`src/design/sshfd_pkg.sv`:
```
// Shared types, frame constants and segment decode function for the height frame decoder.
package sshfd_pkg;

	localparam logic [7:0] HDR_BYTE  = 8'h9b;
	localparam logic [7:0] LEN_BYTE  = 8'h07;
	localparam logic [7:0] TYPE_BYTE = 8'h12;
	localparam logic [7:0] END_BYTE  = 8'h9d;
	localparam logic [7:0] DP_BIT    = 8'h80;

	localparam logic [3:0] NO_DIGIT  = 4'd10;
	localparam logic [3:0] TENS_MIN  = 4'd2;
	localparam logic [3:0] TENS_MAX  = 4'd4;

	localparam int unsigned HEIGHT_W = 9;

	typedef enum logic [3:0] {
		PH_HUNT   = 4'd0,
		PH_LENGTH = 4'd1,
		PH_TYPE   = 4'd2,
		PH_TENS   = 4'd3,
		PH_ONES   = 4'd4,
		PH_TENTHS = 4'd5,
		PH_CK1    = 4'd6,
		PH_CK2    = 4'd7,
		PH_END    = 4'd8
	} phase_t;

	// Result of one step of the frame tracker
	typedef struct packed {
		logic                emit;
		logic [HEIGHT_W-1:0] height;
	} step_res_t;

	// Map a seven-segment code to its digit, NO_DIGIT when it is not a digit
	function automatic logic [3:0] seg_to_digit(input logic [7:0] code);
		logic [3:0] d;
		unique case (code)
			8'h3f:   d = 4'd0;
			8'h06:   d = 4'd1;
			8'h5b:   d = 4'd2;
			8'h4f:   d = 4'd3;
			8'h66:   d = 4'd4;
			8'h6d:   d = 4'd5;
			8'h7c:   d = 4'd6;
			8'h07:   d = 4'd7;
			8'h7f:   d = 4'd8;
			8'h6f:   d = 4'd9;
			default: d = NO_DIGIT;
		endcase
		return d;
	endfunction

endpackage

```
`src/design/sshfd_frame_fsm.sv`:
```
// Frame position tracker: header hunt, digit capture and height assembly.
module sshfd_frame_fsm (
	input  logic                  clk,
	input  logic                  arst_n,
	input  logic                  step,
	input  logic [7:0]            rx_byte,
	output sshfd_pkg::step_res_t  res
);
	import sshfd_pkg::*;

	phase_t      phase_q, phase_d;
	logic [2:0]  tens_q, tens_d;
	logic [3:0]  ones_q, ones_d;
	logic [3:0]  tenths_q, tenths_d;
	logic [3:0]  dig_plain;
	logic [3:0]  dig_dp;
	logic [HEIGHT_W-1:0] height;

	// Decode the byte both as a plain digit and with the decimal point removed
	assign dig_plain = seg_to_digit(rx_byte);
	assign dig_dp    = seg_to_digit(rx_byte ^ DP_BIT);

	// Next phase and digit captures
	always_comb begin
		phase_d  = phase_q;
		tens_d   = tens_q;
		ones_d   = ones_q;
		tenths_d = tenths_q;
		unique case (phase_q)
			PH_LENGTH: phase_d = (rx_byte == LEN_BYTE) ? PH_TYPE : PH_HUNT;
			PH_TYPE:   phase_d = (rx_byte == TYPE_BYTE) ? PH_TENS : PH_HUNT;
			PH_TENS: begin
				if (dig_plain >= TENS_MIN && dig_plain <= TENS_MAX) begin
					tens_d  = dig_plain[2:0];
					phase_d = PH_ONES;
				end else begin
					phase_d = PH_HUNT;
				end
			end
			PH_ONES: begin
				if (dig_dp != NO_DIGIT) begin
					ones_d  = dig_dp;
					phase_d = PH_TENTHS;
				end else begin
					phase_d = PH_HUNT;
				end
			end
			PH_TENTHS: begin
				if (dig_plain != NO_DIGIT) begin
					tenths_d = dig_plain;
					phase_d  = PH_CK1;
				end else begin
					phase_d = PH_HUNT;
				end
			end
			PH_CK1:  phase_d = PH_CK2;
			PH_CK2:  phase_d = PH_END;
			PH_END:  phase_d = PH_HUNT;
			default: phase_d = (rx_byte == HDR_BYTE) ? PH_LENGTH : PH_HUNT;
		endcase
	end

	// Assemble the height from the captured digits
	assign height = HEIGHT_W'(tens_q) * HEIGHT_W'(100)
	              + HEIGHT_W'(ones_q) * HEIGHT_W'(10)
	              + HEIGHT_W'(tenths_q);

	// Emit on a correct end byte
	always_comb begin
		res.emit   = 1'b0;
		res.height = height;
		if (phase_q == PH_END && rx_byte == END_BYTE) begin
			res.emit = 1'b1;
		end
	end

	// Advance state on each processed byte
	always_ff @(posedge clk or negedge arst_n) begin
		if (!arst_n) begin
			phase_q  <= PH_HUNT;
			tens_q   <= '0;
			ones_q   <= '0;
			tenths_q <= '0;
		end else if (step) begin
			phase_q  <= phase_d;
			tens_q   <= tens_d;
			ones_q   <= ones_d;
			tenths_q <= tenths_d;
		end
	end

	// Tens digit is within two to four once past the tens byte
	a_tens_range: assert property (@(posedge clk) disable iff (!arst_n)
		(phase_q == PH_ONES || phase_q == PH_TENTHS || phase_q == PH_CK1 ||
		 phase_q == PH_CK2 || phase_q == PH_END)
		|-> (tens_q >= 3'd2 && tens_q <= 3'd4))
		else $error("tens digit out of range in frame body");

endmodule

```
`src/design/seven_segment_height_frame_decoder.sv`:
```
// Top level of the seven-segment height frame decoder.
// Usage:
//   Input channel rx_valid / rx_stall / rx_byte carries one serial byte per
//   transfer. The decoder hunts for header 0x9b, length 0x07, type 0x12,
//   then three seven-segment digit bytes, two unchecked checksum bytes and
//   end byte 0x9d. A complete frame yields one transfer on the output
//   channel height_valid / height_stall / height_tenths (200..499).
//   A byte that breaks the frame sends the decoder back to hunting.
// Result path: the end byte is first held in the input register, then the
//   result register loads from the frame tracker's emit, unless a result
//   still waits in the output register.
// Throughput: one byte per cycle while rx_stall is low; the frame tracker steps once per byte.
// Stall: while a result waits in the output register, bytes that give no
//   result keep flowing; only an end byte that completes a frame holds in
//   the input register, which raises rx_stall.
// Reset: arst_n clears the valid flags of both registers and returns the tracker to hunting.
module seven_segment_height_frame_decoder (
	input  logic       clk,
	input  logic       arst_n,
	input  logic       rx_valid,
	output logic       rx_stall,
	input  logic [7:0] rx_byte,
	output logic       height_valid,
	input  logic       height_stall,
	output logic [8:0] height_tenths
);
	import sshfd_pkg::*;

	logic                valid_s1;
	logic [7:0]          byte_s1;
	logic                out_valid_q;
	logic [HEIGHT_W-1:0] height_q;
	logic                out_free;
	logic                step;
	step_res_t           res;

	// Frame tracker processes the held byte
	sshfd_frame_fsm u_fsm (
		.clk     (clk),
		.arst_n  (arst_n),
		.step    (step),
		.rx_byte (byte_s1),
		.res     (res)
	);

	// Advance the held byte unless its result cannot enter the output register
	assign out_free = !out_valid_q || !height_stall;
	assign step     = valid_s1 && (!res.emit || out_free);
	assign rx_stall = valid_s1 && !step;

	// Input register
	always_ff @(posedge clk or negedge arst_n) begin
		if (!arst_n) begin
			valid_s1 <= 1'b0;
		end else if (!rx_stall) begin
			valid_s1 <= rx_valid;
		end
	end

	always_ff @(posedge clk) begin
		if (!rx_stall && rx_valid) begin
			byte_s1 <= rx_byte;
		end
	end

	// Result register: load on emit, drop on transfer
	always_ff @(posedge clk or negedge arst_n) begin
		if (!arst_n) begin
			out_valid_q <= 1'b0;
		end else if (step && res.emit) begin
			out_valid_q <= 1'b1;
		end else if (!height_stall) begin
			out_valid_q <= 1'b0;
		end
	end

	always_ff @(posedge clk) begin
		if (step && res.emit) begin
			height_q <= res.height;
		end
	end

	assign height_valid  = out_valid_q;
	assign height_tenths = height_q;

	// Stall is raised only for a held byte
	a_stall_held: assert property (@(posedge clk) disable iff (!arst_n)
		rx_stall |-> valid_s1)
		else $error("input stalled with empty input register");

	// A blocked byte stays put for the next cycle
	a_hold_s1: assert property (@(posedge clk) disable iff (!arst_n)
		rx_stall |=> (valid_s1 && $stable(byte_s1)))
		else $error("blocked byte lost from input register");

	// Results are always a legal height
	a_height_range: assert property (@(posedge clk) disable iff (!arst_n)
		height_valid |-> (height_tenths >= 9'd200 && height_tenths <= 9'd499))
		else $error("height result out of range");

	// Never overwrite a result that is still waiting
	a_no_overwrite: assert property (@(posedge clk) disable iff (!arst_n)
		(height_valid && height_stall) |-> !(step && res.emit))
		else $error("waiting result overwritten");

endmodule

```
`config.mk`:
```
export PLATFORM = sky130hd
export DESIGN_NAME = seven_segment_height_frame_decoder
export DESIGN_NICKNAME = d
export VERILOG_FILES = /design/src/design/sshfd_pkg.sv /design/src/design/sshfd_frame_fsm.sv /design/src/design/seven_segment_height_frame_decoder.sv
export SDC_FILE = /design/constraint.sdc
export NUM_CORES = 1
export LEC_CHECK = 0
export BUFFER_PORTS_ARGS = -buffer_cell sky130_fd_sc_hd__buf_2
export CAP_MARGIN = 15
export CORE_ASPECT_RATIO = 0.8
export CORE_MARGIN = 2
export CORE_UTILIZATION = 34
export CTS_CLUSTER_DIAMETER = 200
export DETAILED_ROUTE_END_ITERATION = 8
export GPL_ROUTABILITY_DRIVEN = 1
export SLEW_MARGIN = 30
export SYNTH_ARGS = -nofsm -noshare
export SYNTH_HDL_FRONTEND = slang
export SYNTH_HIERARCHICAL = 1
export SYNTH_SLANG_ARGS = --single-unit
```
`constraint.sdc`:
```
create_clock -name clk -period 3.8 [get_ports clk]
set_clock_uncertainty 0.2 [all_clocks]
set_input_delay 1.14 -clock clk [delete_from_list [all_inputs] [get_ports clk]]
set_output_delay 1.14 -clock clk [all_outputs]
set_load 0.02 [all_outputs]
```
* Word-level counts from Yosys, hierarchy flattened
Cells that the tools add are included.
** Operators by class
- Reductions and logical operators :: 16
- Bitwise gates (word level) :: 1
- $lt $le $gt $ge :: 2
- Add/subtract/negate cells :: 2
- Eq/ne operators :: 34
- Multipliers :: 2
- Muxes and demuxes :: 12
** Operators by type and width (number)
- equality test 8 x 7 -> 1 bit, second input constant :: 14
- one-hot mux 4 bit (10 select lines) :: 2
- equality test 8 x 3 -> 1 bit, second input constant :: 4
- one-hot mux 4 bit (8 select lines) :: 1
- equality test 4 x 3 -> 1 bit, second input constant :: 4
- equality test 8 x 6 -> 1 bit, second input constant :: 2
- equality test 8 bit, second input constant :: 2
- adder 9 x 4 -> 9 bit :: 1
- adder 9 x 8 -> 9 bit :: 1
- 2-to-1 mux 3 bit :: 3
- AND reduction 3 bit :: 3
- equality test 4 x 2 -> 1 bit, second input constant :: 2
- equality test 8 x 5 -> 1 bit, second input constant :: 1
- != test 4 bit, second input constant :: 2
- multiplier 3 x 5 -> 7 bit, second input constant :: 1
- multiplier 4 x 3 -> 7 bit, second input constant :: 1
- logical AND 1 bit :: 6
- logical NOT 1 bit :: 5
- equality test 4 x 1 -> 1 bit, second input constant :: 1
- equality test 4 bit, second input constant :: 1
- >= comparator 4 x 2 -> 1 bit, second input constant :: 1
- less-or-equal comparator 4 x 3 -> 1 bit, second input constant :: 1
- 2-to-1 mux 1 bit :: 4
- 2-to-1 mux 2 bit :: 2
- other kinds (3) :: 4
** Storage, ports and cells
- Register bits after elaboration :: 34
- Input port bits :: 12

* Depth between registers and ports, before layout
- Depth after elaboration :: 10
- Gate-level depth with buffers :: 10
- Mapped depth without buffers :: 10

* Cells and area by module
Netlist, hierarchy kept.
** By module, submodules not included
- sshfd_frame_fsm :: times used 1, area each 1611.5 sq um, cells each 162
- seven_segment_height_frame_decoder :: times used 1, area each 615.6 sq um, cells each 29

* Worst setup path before layout
Ideal clock, no wire load.
- Path kind :: register to register
- From :: register u_fsm.ones_q[1]
- To :: register height_q[8], in the netlist height_tenths[8], data pin
- Required time :: 3.341 ns
- Cell stages (with the launch flop) :: 11
- Arrival :: 2.487 ns
- Library setup time :: 0.259 ns
- Setup slack :: 0.853 ns
- Buffers on the path :: 0
- Clock period less this slack :: 2.947 ns
- Path through :: dfrtp_1 ha_1 ha_1 fa_1 ha_1 ha_1 inv_1 o21bai_1 a21o_1 a21oi_1 xnor2_1
** RTL lines
- start, declared :: RTL line sshfd_frame_fsm.sv:13 : logic [3:0] ones_q, ones_d;
- start signal, assigned :: RTL line sshfd_frame_fsm.sv:87 : ones_q <= ones_d;
- end signal, assigned :: RTL line seven_segment_height_frame_decoder.sv:79 : height_q <= res.height;
- end, declared :: RTL line seven_segment_height_frame_decoder.sv:32 : logic [HEIGHT_W-1:0] height_q;

==> results.cfg <==
[status]
status = complete, no violations

[drt]
drc = 0
drt.antenna.violating_nets = 0
avgViaCountPerCell = 4.89
drt-total-wl_um = 3980
drt_pass1_iterations = 4
vias = 1462
wl_per_cell_um = 13.3
drt-initial-drc-count = 93

[synth]
yosys.area_share.simple_pct = 18.3
synth.distinct_cells = 55
synth_top_area_cell = edfxtp_1
muxShareOfSynthArea_pct = 5.84
ys_ff_latch = 34
synth_top_family_by_area = simple AND/OR/NAND/NOR gates
synth-xor-area-share_pct = 3.54
ys_warn_count = 6
synth_nets = 225
synth_area_mm2 = 0.00223
seq_area_frac_synth_pct = 42.0
syn_inst = 191
synth-compound-area-share_pct = 11.7
avgSynthCellArea_um2 = 11.7
synth_top_flop_cell = edfxtp_1
synth_fa_ha_area_share_pct = 13.7
synth_edf_count = 17
synth_common_cells = 18 x ha_1, 17 x dfrtp_1, 17 x edfxtp_1
synth_area_leaders = edfxtp_1 23%, dfrtp_1 19%, ha_1 10%, fa_1 3.6%, mux2_4 3.4%
netlist.area_leader.share_pct = 22.9
yosysMostFrequentCell = ha_1
async_flop_share_pct = 50.0

[die]
dieArea_mm2 = 0.00722
num_io_pins = 23
start_util_pct = 34.9
die_w_um = 94.5
rows = 26
placeableCoreArea_mm2 = 0.00638
die_height_um = 76.4

[worst_setup_path]
cp_slowest_cell = nor4_1
slowest_delay_ns = 0.55
crit_family = simple AND/OR/NAND/NOR gates
crit_buf_inv = 2
criticalPathCategory = reg2out
end_kind = output port
path_max_fanout = 7
arrival_ns = 2.12
crit_chain = or3_1 > nor4_1 > nand4_2 > inv_1 > buf_2
critPathLaunchType = flip-flop
cp.required_ns = 2.46

[final_layout]
drive_above_1_share_pct = 25.1
fin_nets = 248
syn2layout_area_growth_pct = 11.4
final_cell_count_no_fill = 299
diodes = 0

[sta]
finalHoldViolCount = 0
relSlewSlack_pct = 61.0
slew_viol_final = 0
grt_setup_unrepaired = false
finalSetupTns_ns = 0
setup_ws_ns = 0.339
worst_slew_pin_slew_ns = 0.580
fin_crit_ns = 3.46
timing.fmax_ghz = 0.289
setup_viol = 0
finalCritPeriodShare_pct = 91.1

[global_route]
antenna_found_initial = 0
grt_overflow = 0
grt_pass1_vias = 1399
grt_max_degree = 18
grt_pass1_wl_um = 6740
grtUsageTotal_pct = 11.8

[cts]
clockRootBuffer = clkbuf_8
clk_path_buf_depth = 2
htree_levels = 2
path_clk_slew_ns = 0.06
post_cts_buffers = 0
clock_latency_ns = 0.29
cts_resized = 0
cts.sinks = 34
cts_tree = built
holdBufCountCts = 0
numCtsBuffers = 5

[placement]
dp.cells = 291
io_buffers = 22
gp_congestion = 0.825
pre_cts_ws_ns = 0.654
dp_hpwl_um = 3060

[pwr]
p_leak_nw = 1.16
cellPowerDensity_mw_per_mm2 = 290
ir_drop_uv = 167

[worst_hold_path]
hold_path_class = reg2reg

[job]
max_cap_viol_count = 0
==> layout by cell type, fill, tap and decap left out, types with 2 or more instances in the layout <==
master	instances
a21o_1	2
nor2_1	8
buf_4	2
a211oi_2	2
buf_2	22
o21ai_0	4
nor4b_1	2
mux2_2	4
nor4_1	2
o21bai_1	2
nand3b_1	2
xor2_1	3
fa_1	4
nor2_4	2
and2_1	3
dfrtp_1	17
mux2_4	5
clkbuf_8	5
nor2b_1	2
edfxtp_1	17
nand2b_1	3
inv_1	14
clkinv_1	3
nand2_1	9
xnor2_1	6
nand3_1	6
nand4_1	2
a21oi_1	11
nor3_1	6
ha_1	18
nor3b_1	2
==> path summary, 6_finish.rpt <==
kind,startpoint,to,slack (ns),depth (start not counted)
hold reg to reg,u_fsm/tenths_q[0],height_tenths[0],0.26,0
min in group asynchronous,arst_n,u_fsm/ones_q[3],0.56,1
setup reg to reg,u_fsm/ones_q[1],height_tenths[8],0.67,10
setup / recovery,u_fsm/phase_q[1],rx_stall,0.34,5
max in group asynchronous,arst_n,u_fsm/tenths_q[0],2.56,1
hold / removal,u_fsm/tenths_q[0],height_tenths[0],0.26,0
==> power breakdown <==
| part | internal (mW) | switching [mW] | leakage (nW) |
|---|---|---|---|
| logic | 0.0259 | 0.0307 | 0.718 |
| clock network | 0.122 | 0.124 | 0.0407 |
| registers | 0.397 | 0.0213 | 0.397 |
==> logic make-up (layout without fill, tap and decap cells) <==
kind of cell             count (synthesis)  in the layout
AND/OR/NAND/NOR                         61             61
adder cells (fa/ha/maj)                 22             22
flip-flops                              34             34
multiplexers                            10             10
XOR/XNOR                                 9              9
AO/OA/AOI/OAI                           33             33
buffers and inverters                   22             46
==> layer usage <==
| layer | up-vias | track usage [%] | share of wire [%] |
|---|---|---|---|
| met2 | 37 | 14.9 | 42 |
| met1 | 688 | 19.0 | 53 |
| met5 | - | 0 | 0 |
| met4 | 0 | 4.20 | 0.58 |
| li1 | 734 | - | - |
| met3 | 3 | 2.97 | 4.4 |
==> cell type report <==
type	instances	area, um^2
fill	633	3890
clock inverter	3	11.3
tap	84	105
multi-input combinational	135	1180
inverter	14	52.6
timing repair buffer	24	125
sequential	34	936
clock buffer	5	68.8
==> registers in the layout, summed over array words and instances, names as in the netlist <==
signal	flops
height_tenths	9
byte_s1	8
u_fsm/ones_q	4
u_fsm/phase_q	4
u_fsm/tenths_q	4
u_fsm/tens_q	3
height_valid	1
valid_s1	1
==> stage by stage <==
| stage | hold slack [ns] | util (%) | area (um^2) | total power, mW |
|---|---|---|---|---|
| floorplan | 0.283 | - | 2230 | 0.465 |
| global placement | 0.243 | 37.7 | 2400 | 0.482 |
| detailed placement | 0.253 | 37.7 | 2400 | 0.482 |
| global route | 0.286 | 38.9 | 2480 | 0.755 |
| finish | 0.263 | 38.9 | 2480 | 0.721 |
| CTS | 0.268 | 38.9 | 2480 | 0.728 |
(Power assumes the default switching activity.)
